File: src/rtl/core/bcs_pkg.sv
// ----------------------------------------------------------------------------
// bcs_pkg
// Shared types, codes and reset values for the battery charge sequencer.
// ----------------------------------------------------------------------------
`default_nettype none

package bcs_pkg;

    // Configuration register reset values
    localparam logic [15:0]        MAX_VOLT_RST      = 16'd29000;
    localparam logic [15:0]        RECHARGE_DROP_RST = 16'd1500;
    localparam logic signed [10:0] TEMP_HIGH_RST     = 11'sd430;
    localparam logic signed [10:0] TEMP_RESUME_RST   = 11'sd420;
    localparam logic [14:0]        MIN_CURRENT_RST   = 15'd100;
    localparam logic [5:0]         WATCHDOG_RST      = 6'd50;
    localparam logic [7:0]         SHUTDOWN_HOLD_RST = 8'd15;

    // Configuration register indexes
    typedef enum logic [2:0] {
        CFG_MAX_VOLT      = 3'd0,
        CFG_RECHARGE_DROP = 3'd1,
        CFG_TEMP_HIGH     = 3'd2,
        CFG_TEMP_RESUME   = 3'd3,
        CFG_MIN_CURRENT   = 3'd4,
        CFG_WATCHDOG      = 3'd5,
        CFG_SHUTDOWN_HOLD = 3'd6
    } t_cfg_idx;

    // Sequencer states, one-hot
    typedef enum logic [8:0] {
        ST_IDLE       = 9'b000000001,
        ST_CHECK_INIT = 9'b000000010,
        ST_CHECK      = 9'b000000100,
        ST_START      = 9'b000001000,
        ST_CHARGING   = 9'b000010000,
        ST_COOLDOWN   = 9'b000100000,
        ST_FINISHED   = 9'b001000000,
        ST_FAILED     = 9'b010000000,
        ST_SHUTDOWN   = 9'b100000000
    } t_state;

    // Reported state numbers
    localparam logic [3:0] CODE_IDLE       = 4'd0;
    localparam logic [3:0] CODE_CHECK_INIT = 4'd1;
    localparam logic [3:0] CODE_CHECK      = 4'd2;
    localparam logic [3:0] CODE_START      = 4'd3;
    localparam logic [3:0] CODE_CHARGING   = 4'd4;
    localparam logic [3:0] CODE_COOLDOWN   = 4'd5;
    localparam logic [3:0] CODE_FINISHED   = 4'd6;
    localparam logic [3:0] CODE_FAILED     = 4'd7;
    localparam logic [3:0] CODE_SHUTDOWN   = 4'd8;

    // Pin bit positions
    localparam int PIN_EN    = 0;
    localparam int PIN_CHK   = 1;
    localparam int PIN_MOTOR = 2;
    localparam int PIN_PWR   = 3;

    // Message flag bit positions
    localparam int MSG_IN_CHARGER = 0;
    localparam int MSG_FINISHED   = 1;
    localparam int MSG_DISCONN    = 2;
    localparam int MSG_SHUTDOWN   = 3;

    // Delay codes
    localparam logic [1:0] DLY_10MS   = 2'd0;
    localparam logic [1:0] DLY_50MS   = 2'd1;
    localparam logic [1:0] DLY_100MS  = 2'd2;
    localparam logic [1:0] DLY_1000MS = 2'd3;

    // State reset values
    localparam logic [5:0] TICK_RST = 6'd5;
    localparam logic [3:0] PINS_RST = 4'b1000;

    typedef struct packed {
        logic [15:0]        max_volt_mv;
        logic [15:0]        recharge_drop_mv;
        logic signed [10:0] temp_high;
        logic signed [10:0] temp_resume;
        logic [14:0]        min_current_ma;
        logic [5:0]         watchdog_ticks;
        logic [7:0]         shutdown_hold;
    } t_cfg;

    typedef struct packed {
        logic [7:0]         power_key_time;
        logic               power_key;
        logic               chg_present;
        logic               in_charger;
        logic signed [15:0] charge_current_ma;
        logic signed [10:0] battery_temp;
        logic [15:0]        battery_volt_mv;
    } t_item;

    typedef struct packed {
        logic [3:0] state_code;
        logic [1:0] delay_select;
        logic [3:0] msg_flags;
        logic       set_in_charger;
        logic       enable_pulse;
        logic [3:0] pins;
    } t_result;

    function automatic logic [3:0] state_num(input t_state st);
        logic [3:0] code;
        unique case (st)
            ST_IDLE:       code = CODE_IDLE;
            ST_CHECK_INIT: code = CODE_CHECK_INIT;
            ST_CHECK:      code = CODE_CHECK;
            ST_START:      code = CODE_START;
            ST_CHARGING:   code = CODE_CHARGING;
            ST_COOLDOWN:   code = CODE_COOLDOWN;
            ST_FINISHED:   code = CODE_FINISHED;
            ST_FAILED:     code = CODE_FAILED;
            ST_SHUTDOWN:   code = CODE_SHUTDOWN;
            default:       code = CODE_SHUTDOWN;
        endcase
        return code;
    endfunction

endpackage

`default_nettype wire

File: src/rtl/core/bcs_cfg.sv
// ----------------------------------------------------------------------------
// bcs_cfg
// Configuration register file with a plain write port.
// ----------------------------------------------------------------------------
`default_nettype none

module bcs_cfg (
    input  wire logic          i_clk,
    input  wire logic          i_rst_n,
    input  wire logic          i_cfg_wr_en,
    input  wire logic [2:0]    i_cfg_addr,
    input  wire logic [15:0]   i_cfg_wdata,
    output bcs_pkg::t_cfg      o_cfg
);

    bcs_pkg::t_cfg r_cfg;
    bcs_pkg::t_cfg n_cfg;

    // Address decode
    always_comb begin
        n_cfg = r_cfg;
        if (i_cfg_wr_en) begin
            unique case (i_cfg_addr)
                bcs_pkg::CFG_MAX_VOLT:      n_cfg.max_volt_mv      = i_cfg_wdata;
                bcs_pkg::CFG_RECHARGE_DROP: n_cfg.recharge_drop_mv = i_cfg_wdata;
                bcs_pkg::CFG_TEMP_HIGH:     n_cfg.temp_high        = i_cfg_wdata[10:0];
                bcs_pkg::CFG_TEMP_RESUME:   n_cfg.temp_resume      = i_cfg_wdata[10:0];
                bcs_pkg::CFG_MIN_CURRENT:   n_cfg.min_current_ma   = i_cfg_wdata[14:0];
                bcs_pkg::CFG_WATCHDOG:      n_cfg.watchdog_ticks   = i_cfg_wdata[5:0];
                bcs_pkg::CFG_SHUTDOWN_HOLD: n_cfg.shutdown_hold    = i_cfg_wdata[7:0];
                default:                    n_cfg = r_cfg;
            endcase
        end
    end

    always_ff @(posedge i_clk) begin
        if (!i_rst_n) begin
            r_cfg.max_volt_mv      <= bcs_pkg::MAX_VOLT_RST;
            r_cfg.recharge_drop_mv <= bcs_pkg::RECHARGE_DROP_RST;
            r_cfg.temp_high        <= bcs_pkg::TEMP_HIGH_RST;
            r_cfg.temp_resume      <= bcs_pkg::TEMP_RESUME_RST;
            r_cfg.min_current_ma   <= bcs_pkg::MIN_CURRENT_RST;
            r_cfg.watchdog_ticks   <= bcs_pkg::WATCHDOG_RST;
            r_cfg.shutdown_hold    <= bcs_pkg::SHUTDOWN_HOLD_RST;
        end else begin
            r_cfg <= n_cfg;
        end
    end

    assign o_cfg = r_cfg;

endmodule

`default_nettype wire

File: src/rtl/core/bcs_fsm.sv
// ----------------------------------------------------------------------------
// bcs_fsm
// Charger sequencer: state, watchdog counter, delay and pin registers, and
// the per-tick next-state logic that forms one result.
// ----------------------------------------------------------------------------
`default_nettype none

module bcs_fsm (
    input  wire logic             i_clk,
    input  wire logic             i_rst_n,
    input  wire logic             i_step,
    input  wire bcs_pkg::t_item   i_item,
    input  wire bcs_pkg::t_cfg    i_cfg,
    output bcs_pkg::t_result      o_result,
    output bcs_pkg::t_state       o_state
);

    bcs_pkg::t_state r_state, n_state;
    logic [5:0]      r_tick, n_tick;
    logic [1:0]      r_delay, n_delay;
    logic [3:0]      r_pins, n_pins;

    logic               pulse;
    logic               setin;
    logic [3:0]         msg;
    logic [5:0]         tick_base;
    logic [5:0]         tick_dec;
    logic               cur_alive;
    logic               volt_over;
    logic signed [16:0] recharge_thr;
    logic               volt_low;

    // Threshold compares
    assign cur_alive    = i_item.charge_current_ma > $signed({2'b00, i_cfg.min_current_ma});
    assign volt_over    = i_item.battery_volt_mv > i_cfg.max_volt_mv;
    assign recharge_thr = $signed({1'b0, i_cfg.max_volt_mv})
                        - $signed({1'b0, i_cfg.recharge_drop_mv});
    assign volt_low     = $signed({1'b0, i_item.battery_volt_mv}) < recharge_thr;

    // Next-state logic for one tick
    always_comb begin
        n_state   = r_state;
        n_tick    = r_tick;
        n_delay   = r_delay;
        n_pins    = r_pins;
        pulse     = 1'b0;
        setin     = 1'b0;
        msg       = 4'd0;
        tick_base = r_tick;
        tick_dec  = r_tick - 6'd1;

        if (r_state == bcs_pkg::ST_SHUTDOWN) begin
            // halted: everything off, delay kept
            n_pins = 4'd0;
        end else begin
            unique case (r_state)
                bcs_pkg::ST_IDLE: begin
                    n_delay = bcs_pkg::DLY_1000MS;
                    n_tick  = i_cfg.watchdog_ticks;
                    n_state = bcs_pkg::ST_CHECK_INIT;
                end
                bcs_pkg::ST_CHECK_INIT: begin
                    n_delay                  = bcs_pkg::DLY_10MS;
                    n_pins[bcs_pkg::PIN_CHK] = 1'b1;
                    n_tick                   = i_cfg.watchdog_ticks;
                    n_state                  = bcs_pkg::ST_CHECK;
                end
                bcs_pkg::ST_CHECK: begin
                    if (i_item.chg_present) begin
                        n_pins[bcs_pkg::PIN_CHK]   = 1'b0;
                        n_pins[bcs_pkg::PIN_MOTOR] = 1'b1;
                        setin                      = 1'b1;
                        n_state                    = bcs_pkg::ST_START;
                        tick_base                  = i_cfg.watchdog_ticks;
                        msg[bcs_pkg::MSG_IN_CHARGER] = 1'b1;
                    end
                    tick_dec = tick_base - 6'd1;
                    n_tick   = tick_dec;
                    if (tick_dec == 6'd0) begin
                        n_pins[bcs_pkg::PIN_CHK]   = 1'b0;
                        n_pins[bcs_pkg::PIN_MOTOR] = 1'b1;
                        n_state                    = bcs_pkg::ST_IDLE;
                    end
                end
                bcs_pkg::ST_START: begin
                    n_pins[bcs_pkg::PIN_EN] = 1'b1;
                    n_delay                 = bcs_pkg::DLY_100MS;
                    n_state                 = bcs_pkg::ST_CHARGING;
                    n_tick                  = i_cfg.watchdog_ticks;
                end
                bcs_pkg::ST_CHARGING: begin
                    if (cur_alive) begin
                        tick_base = i_cfg.watchdog_ticks;
                        if (i_item.battery_temp > i_cfg.temp_high) begin
                            n_state = bcs_pkg::ST_COOLDOWN;
                        end
                        if (!i_item.in_charger) begin
                            setin = 1'b1;
                        end
                    end
                    if (volt_over) begin
                        n_pins[bcs_pkg::PIN_CHK]    = 1'b1;
                        n_state                     = bcs_pkg::ST_FINISHED;
                        msg[bcs_pkg::MSG_FINISHED]  = 1'b1;
                    end
                    tick_dec = tick_base - 6'd1;
                    n_tick   = tick_dec;
                    if (tick_dec == 6'd0) begin
                        n_state                   = bcs_pkg::ST_FAILED;
                        msg[bcs_pkg::MSG_DISCONN] = 1'b1;
                    end
                end
                bcs_pkg::ST_COOLDOWN: begin
                    n_delay                 = bcs_pkg::DLY_1000MS;
                    pulse                   = 1'b1;
                    n_pins[bcs_pkg::PIN_EN] = 1'b0;
                    if (i_item.battery_temp < i_cfg.temp_resume) begin
                        n_state = bcs_pkg::ST_START;
                    end
                end
                bcs_pkg::ST_FINISHED: begin
                    n_delay                 = bcs_pkg::DLY_1000MS;
                    pulse                   = 1'b1;
                    n_pins[bcs_pkg::PIN_EN] = 1'b0;
                    if (!i_item.in_charger) begin
                        n_state = bcs_pkg::ST_IDLE;
                    end
                    if (volt_low) begin
                        n_state = bcs_pkg::ST_START;
                    end
                end
                bcs_pkg::ST_FAILED: begin
                    n_delay = bcs_pkg::DLY_1000MS;
                    n_state = bcs_pkg::ST_CHECK_INIT;
                end
                default: begin
                    n_state = bcs_pkg::ST_SHUTDOWN;
                end
            endcase

            // power key: flag, and shutdown on a long hold
            if (i_item.power_key) begin
                msg[bcs_pkg::MSG_SHUTDOWN] = 1'b1;
                if (i_item.power_key_time > i_cfg.shutdown_hold) begin
                    n_state = bcs_pkg::ST_SHUTDOWN;
                end
            end
        end
    end

    // Sequencer registers, stepped once per accepted item
    always_ff @(posedge i_clk) begin
        if (!i_rst_n) begin
            r_state <= bcs_pkg::ST_START;
            r_tick  <= bcs_pkg::TICK_RST;
            r_delay <= bcs_pkg::DLY_50MS;
            r_pins  <= bcs_pkg::PINS_RST;
        end else if (i_step) begin
            r_state <= n_state;
            r_tick  <= n_tick;
            r_delay <= n_delay;
            r_pins  <= n_pins;
        end
    end

    // Result of this tick
    always_comb begin
        o_result.pins           = n_pins;
        o_result.enable_pulse   = pulse;
        o_result.set_in_charger = setin;
        o_result.msg_flags      = msg;
        o_result.delay_select   = n_delay;
        o_result.state_code     = bcs_pkg::state_num(n_state);
    end

    assign o_state = r_state;

endmodule

`default_nettype wire

File: src/rtl/core/battery_charge_sequencer_top.sv
// ----------------------------------------------------------------------------
// battery_charge_sequencer_top
// Battery charger sequencer stepped by one input item per task tick.
// ----------------------------------------------------------------------------
// Usage:
//   Each item on the s_axis channel is one task tick with the battery
//   measurements and key state. The sequencer steps once per accepted item
//   and returns exactly one result item on m_axis: pin levels, enable pulse,
//   in-charger writeback, message flags, next tick delay and state number.
//   The result is registered and is valid the cycle after acceptance.
//   Throughput is one item per cycle; the next-state logic is a single
//   combinational pass between the sequencer registers and the result
//   register. A new item is accepted while a result waits, as long as the
//   receiver takes that result in the same cycle.
//   When the receiver stalls, the result is held and s_axis_tready drops
//   until it is taken.
//   Reset (i_rst_n low, synchronous) puts the sequencer in start charging,
//   the watchdog counter at five, the delay at 50 ms, only system power on,
//   and all registers at their defaults. Registers must be written through
//   the cfg port while the block is idle; the block does not enforce this.
//   After the shutdown tick the block stays halted with all pins off.
// ----------------------------------------------------------------------------
`default_nettype none

module battery_charge_sequencer_top (
    input  wire logic        i_clk,
    input  wire logic        i_rst_n,
    // config write port
    input  wire logic        i_cfg_wr_en,
    input  wire logic [2:0]  i_cfg_addr,
    input  wire logic [15:0] i_cfg_wdata,
    // input items
    input  wire logic        s_axis_tvalid,
    output logic             s_axis_tready,
    // [15:0] battery_volt_mv, [26:16] battery_temp, [42:27] charge_current_ma,
    // [43] in_charger, [44] chg_present, [45] power_key,
    // [53:46] power_key_time, [55:54] zero
    input  wire logic [55:0] s_axis_tdata,
    // result items
    output logic             m_axis_tvalid,
    input  wire logic        m_axis_tready,
    // [0] chg_enable, [1] chg_check, [2] motor_power, [3] system_power,
    // [4] enable_pulse, [5] set_in_charger, [9:6] msg_flags,
    // [11:10] delay_select, [15:12] state_code
    output logic [15:0]      m_axis_tdata
);

    bcs_pkg::t_cfg    cfg;
    bcs_pkg::t_item   item;
    bcs_pkg::t_result result;
    bcs_pkg::t_state  state;
    logic             step;

    logic        r_out_valid;
    logic [15:0] r_out_data;

    // Unpack input item
    assign item = bcs_pkg::t_item'(s_axis_tdata[53:0]);

    // Handshake: accept when the result register is free or being drained
    assign s_axis_tready = !r_out_valid || m_axis_tready;
    assign step          = s_axis_tvalid && s_axis_tready;

    bcs_cfg u_cfg (
        .i_clk       (i_clk),
        .i_rst_n     (i_rst_n),
        .i_cfg_wr_en (i_cfg_wr_en),
        .i_cfg_addr  (i_cfg_addr),
        .i_cfg_wdata (i_cfg_wdata),
        .o_cfg       (cfg)
    );

    bcs_fsm u_fsm (
        .i_clk    (i_clk),
        .i_rst_n  (i_rst_n),
        .i_step   (step),
        .i_item   (item),
        .i_cfg    (cfg),
        .o_result (result),
        .o_state  (state)
    );

    // Result register
    always_ff @(posedge i_clk) begin
        if (!i_rst_n) begin
            r_out_valid <= 1'b0;
        end else if (step) begin
            r_out_valid <= 1'b1;
        end else if (m_axis_tready) begin
            r_out_valid <= 1'b0;
        end
    end

    always_ff @(posedge i_clk) begin
        if (step) begin
            r_out_data <= result;
        end
    end

    assign m_axis_tvalid = r_out_valid;
    assign m_axis_tdata  = r_out_data;

`ifndef SYNTHESIS
    // a tick taken in shutdown reports every pin off
    a_halt_pins_off: assert property (@(posedge i_clk) disable iff (!i_rst_n)
        (step && state == bcs_pkg::ST_SHUTDOWN) |=> (m_axis_tvalid && m_axis_tdata[3:0] == 4'd0))
        else $error("halted tick drove a pin");

    // an enable pulse always leaves the enable switch open
    a_pulse_en_off: assert property (@(posedge i_clk) disable iff (!i_rst_n)
        (m_axis_tvalid && m_axis_tdata[4]) |-> !m_axis_tdata[0])
        else $error("enable pulse with enable switch closed");

    // every accepted item yields a result next cycle
    a_result_follows: assert property (@(posedge i_clk) disable iff (!i_rst_n)
        step |=> m_axis_tvalid)
        else $error("accepted item produced no result");

    // once shut down the sequencer never leaves
    a_shutdown_sticks: assert property (@(posedge i_clk) disable iff (!i_rst_n)
        (state == bcs_pkg::ST_SHUTDOWN) |=> (state == bcs_pkg::ST_SHUTDOWN))
        else $error("sequencer left shutdown");
`endif

endmodule

`default_nettype wire
File: config.mk
export PLATFORM = sky130hd
export DESIGN_NAME = battery_charge_sequencer_top
export DESIGN_NICKNAME = d
export VERILOG_FILES = /design/src/rtl/core/bcs_pkg.sv /design/src/rtl/core/bcs_cfg.sv /design/src/rtl/core/bcs_fsm.sv /design/src/rtl/core/battery_charge_sequencer_top.sv
export SDC_FILE = /design/constraint.sdc
export NUM_CORES = 1
export LEC_CHECK = 0
export BUFFER_PORTS_ARGS = -buffer_cell sky130_fd_sc_hd__buf_2
export CORE_UTILIZATION = 40
export CTS_BUF_LIST = sky130_fd_sc_hd__clkbuf_4 sky130_fd_sc_hd__clkbuf_8
export CTS_CLUSTER_DIAMETER = 40
export DETAILED_ROUTE_END_ITERATION = 8
export PLACE_DENSITY = 0.58
export REMOVE_ABC_BUFFERS = 1
export SLEW_MARGIN = 40
export SYNTH_ARGS = -nofsm -noshare
export SYNTH_HDL_FRONTEND = slang
export SYNTH_HIERARCHICAL = 1
export SYNTH_SLANG_ARGS = --single-unit
export TNS_END_PERCENT = 50
File: constraint.sdc
create_clock -name i_clk -period 11.56 [get_ports i_clk]
set_clock_uncertainty 0.2 [all_clocks]
set_input_delay 2.312 -clock i_clk [delete_from_list [all_inputs] [get_ports i_clk]]
set_output_delay 2.312 -clock i_clk [all_outputs]
set_load 0.02 [all_outputs]
Word-level counts from Yosys, hierarchy flattened
Index checks and enable logic that the tools add are counted.
{ "classes": {"add_sub_neg": 3, "n_mux": 41, "bitwise": 3, "eq_ne": 23, "n_mul": 0, "shift": 0, "reduce_logical": 22, "magnitude_cmp": 6, "div": 0} }
{ "op_table": {"columns": ["operator", "n"], "rows": [
  ["$mux 9", 12],
  ["$pmux 9 s7", 1],
  ["$mux 6", 6],
  ["$gt 16x16->1", 2],
  ["$pmux 4 s8", 1],
  ["$eq 9x1->1 const B", 2],
  ["$eq 9x2->1 const B", 2],
  ["$eq 9x3->1 const B", 2],
  ["$eq 9x4->1 const B", 2],
  ["$eq 9x5->1 const B", 2],
  ["$eq 9x6->1 const B", 2],
  ["$eq 9x7->1 const B", 2],
  ["$eq 9x8->1 const B", 2],
  ["$pmux 6 s3", 1],
  ["$lt 17x17->1", 1],
  ["$sub 16x16->17", 1],
  ["$reduce_and 2->1", 7],
  ["$logic_not 6->1", 2],
  ["$mux 1", 12],
  ["$sub 6x1->6 const B", 2],
  ["$gt 11x11->1", 1],
  ["$lt 11x11->1", 1],
  ["$eq 3x3->1 const B", 3],
  ["$eq 9x9->1 const B", 1],
  ["19 further kinds", 28]
]} }
{ "totals": {"mem_bits_ro": 0, "mem_bits_rw": 0, "out_inout_bits": 18, "regBits": 121, "latch_bits": 0, "wordCells": 114, "memories": 0, "in_bits": 80} }

Logic depth before layout (Yosys ltp)
{ "depth": {"word_depth": 13, "depth_mapped": 19, "depth_no_buf": 19} }

Cells and area by module
The synthesis kept the hierarchy.
{ "by_module_without_submodules": {"columns": ["module", "area_per_inst_um2", "instances", "cells_per_inst"], "rows": [
  ["bcs_fsm", 4631.9, 1, 620],
  ["bcs_cfg", 3259.4, 1, 312],
  ["battery_charge_sequencer_top", 538.0, 1, 21]
]} }

Worst setup path before layout
OpenSTA, ideal clock, no wires.
{ "synth_timing": {"kind": "input -> register", "startpoint": "input port s_axis_tdata[40]", "endpoint": "register r_out_data[13], in the netlist m_axis_tdata[13], data pin", "path_stages": 14, "t_arrival_ns": 4.924, "path_buffers": 1, "t_required_ns": 11.095, "setup_ns": 0.265, "slack_ns": 6.171, "cell_sequence": "ha_1 -> nand4b_4 -> nor4_2 -> o41ai_1 -> a311o_1 -> buf_6 -> mux2_2 -> ha_1 -> nor4b_1 -> nand2_1 -> mux2_4 -> and2_4 -> nor4_1 -> a21oi_1"} }
{ "synth_rtl": {"columns": ["element", "line_no", "source"], "rows": [
  ["start, declared", "battery_charge_sequencer_top.sv:38", "input wire logic [55:0] s_axis_tdata,"],
  ["end signal, assigned", "battery_charge_sequencer_top.sv:96", "r_out_data <= result;"],
  ["end, declared", "battery_charge_sequencer_top.sv:55", "logic [15:0] r_out_data;"]
]} }

==> results.cfg <==
[run_status]
status = finished, final reports clean

[logic_synthesis]
synth.yosys.seq_area_share_pct = 30.6
synth.cell_area_um2 = 8430
netlist_instances = 953
synth_area_per_cell_um2 = 8.85
yosysTopAreaCell = dfxtp_1
synth.distinct_cells = 82
synth-async-reset-ratio_pct = 0
yosysWarnings = 6
synth.area.top_cells = dfxtp_1 (25%), ha_1 (14%), mux2i_1 (11%), edfxtp_1 (5.7%), nand2_1 (4.3%)
synth_edf_count = 16
synth_top_area_share_pct = 24.9
synth_ff_type = dfxtp_1
yosys_register_bits = 121

[timing]
max_slew_margin_pct = 44.5
setup_viol = 0
setup_ws_ns = 5.78
final_max_slew_viol_count = 0
timing_hold_violations_final = 0
min_period_ns = 5.78
setup_tns_ns = 0
max_slew.worst_pin.slew_ns = 0.831
fin_crit_sh_pct = 50.0
rsz0062_at_grt = false
fmax_ghz = 0.173

[pwr]
clockPowerShare_pct = 38.7
p_seq_share_pct = 43.1
vdd.ir_drop.worst_uv = 75.0
intPower_w = 0.000722
pwr-share-comb_pct = 18.2
p_switching_w = 0.000333
switching_share_pct = 31.6
power_density_nw_per_um2 = 111
leakage_nw = 4.37

[floorplanning]
die_h_um = 147
fp.dieW_um = 147
design.core.area_um2 = 20400
io_pins = 98
initial_core_util_pct = 41.3
die_area_um2 = 21700
placementRows = 52

[drt]
drc = 0
vias_per_cell = 5.30
highest_layer = met4
drt_iter0_markers = 343
wirelength_um = 21000
wl_met2_um = 9160
wl_met3_um = 839
vias = 6945
firstDrtPassIters = 5
wl_per_cell_um = 16.1
antenna_left = 0
wl_met1_um = 10800

[worst_setup_path]
crit_arrival_ns = 5.77
path_max_fanout = 10
start_kind = primary input
cp-end-kind = flop
critPathKind = primary input to flop
cp.required_ns = 11.54

[clock_network]
clkLatencyLatePin_ns = 0.45
clkTransAtPathRegs_ns = 0.09
cts_tree = built
cts.repair.resized = 0
clockBufferDepth = 2
cts.sinks = 121
cts_root_buf = clkbuf_8
cts-htree-levels = 4
post_cts_buffers = 0
cts-hold-fix-buffers = 0
cts_buffers = 17

[layout]
syn2layout_area_growth_pct = 12.8
final_common_cell = dfxtp_1
n_antenna_cell = 0
final_nets = 1203
instances_no_fill = 1311
final_cell_mix = dfxtp_1 (105), nand2_1 (96), buf_2 (94), ha_1 (94), mux2i_1 (92)
drive_gt1_share_pct = 16.3
fillers = 2047

[placement]
place_ws_ns = 5.37
place_congestion = 0.834
numPortBuffers = 95
hpwl_um = 15900
placed_cells = 1279

[hold_path]
min_path_type = flop to flop

[global_routing]
grt_use_total_pct = 19.9
grt_max_degree = 67
grt_first_pass_wirelength_um = 34000
antenna_found_initial = 0
gr-total-overflow = 0
grt_pass1_vias = 6622

[flow_run]
drv_cap = 0
kinds of logic (layout without fill, tap and decap cells):
family / count (synthesis) / after routing / share of synthesized area, %
and+or+nand+nor: 322 / 322 / 21.3
AOI/OAI and AO/OA: 162 / 162 / 13.2
buffers and inverters: 133 / 221 / 6.59
DFF: 121 / 121 / 30.6
adders and majority gates: 95 / 95 / 14.2
muxes: 95 / 95 / 11.4
xor gates and xnor gates: 25 / 25 / 2.60
cell usage after synthesis (all sizes together) (13+ instances only):
library cell / number
dfxtp: 105
a21oi: 37
buf: 21
nand2b: 15
clkbuf: 22
inv: 90
ha: 94
nand2: 97
xor2: 13
nor2b: 55
o21ai: 31
nand4: 13
edfxtp: 16
nor3: 19
nand3: 17
nor2: 49
mux2i: 92
through the flow:
stage               hold slack (ns)  cell area, um^2  util [%]  power, W
finish                        0.246             9510      46.6   0.00105
global route                  0.271             9510      46.6   0.00111
CTS                           0.251             9500      46.5   0.00107
detailed placement            0.238             9090      44.5  0.000655
global placement              0.225             9060      44.4  0.000653
floorplan                     0.214             8210         -  0.000586
worst max-delay path: stages:
cell      delay (ns)
buf_2           0.10
ha_1            0.28
nand4_1         0.18
or3_1           0.35
nor3_1          0.20
a311o_1         0.60
mux2i_1         0.28
ha_1            0.19
nor4b_1         0.23
nand2_1         0.10
mux2_4          0.30
nor3b_1         0.16
nor4_2          0.30
o211ai_1        0.17
cell type report:
type	instances	area [um^2]	area share, %
multi-input combinational	699	5330	56.0
sequential	121	2580	27.2
timing repair buffer	99	512	5.38
inverter	90	338	3.55
tap	270	338	3.55
clock buffer	17	234	2.46
clock inverter	15	176	1.86
worst paths after layout:
path	startpoint	end	slack [ns]	depth (start not counted)
max	s_axis_tdata[38]	m_axis_tdata[14]$_DFFE_PP_	5.78	14
min	u_fsm/r_pins[3]$_SDFFE_PN1P_	u_fsm/r_pins[3]$_SDFFE_PN1P_	0.25	2
max reg2reg	u_cfg/o_cfg[67]$_SDFFE_PN0P_	m_axis_tdata[14]$_DFFE_PP_	6.20	18
min reg2reg	u_fsm/r_pins[3]$_SDFFE_PN1P_	u_fsm/r_pins[3]$_SDFFE_PN1P_	0.25	2
registers in the layout, indices dropped and copies added, names as in the netlist:
signal         flops
u_fsm/r_tick       6
m_axis_tdata      16
u_cfg/o_cfg       83
m_axis_tvalid      1
u_fsm/r_pins       4
u_fsm/r_delay      2
u_fsm/o_state      9
routing by layer:
metal	GRT usage [%]	vias up
li1	-	3522
met1	27.7	3244
met2	31.0	159
met3	3.94	20
met4	5.93	0
met5	0	-
power by group through the flow:
stage	logic (W)	clock network (W)	registers (W)
after floorplan	0.000119	0	0.000466
after global placement	0.000188	0	0.000464
after detailed placement	0.000191	0	0.000464
after CTS	0.000192	0.000419	0.000454
after global routing	0.000214	0.000438	0.000457
final	0.000192	0.000408	0.000454
No activity file was read; power rests on OpenSTA's default activity.
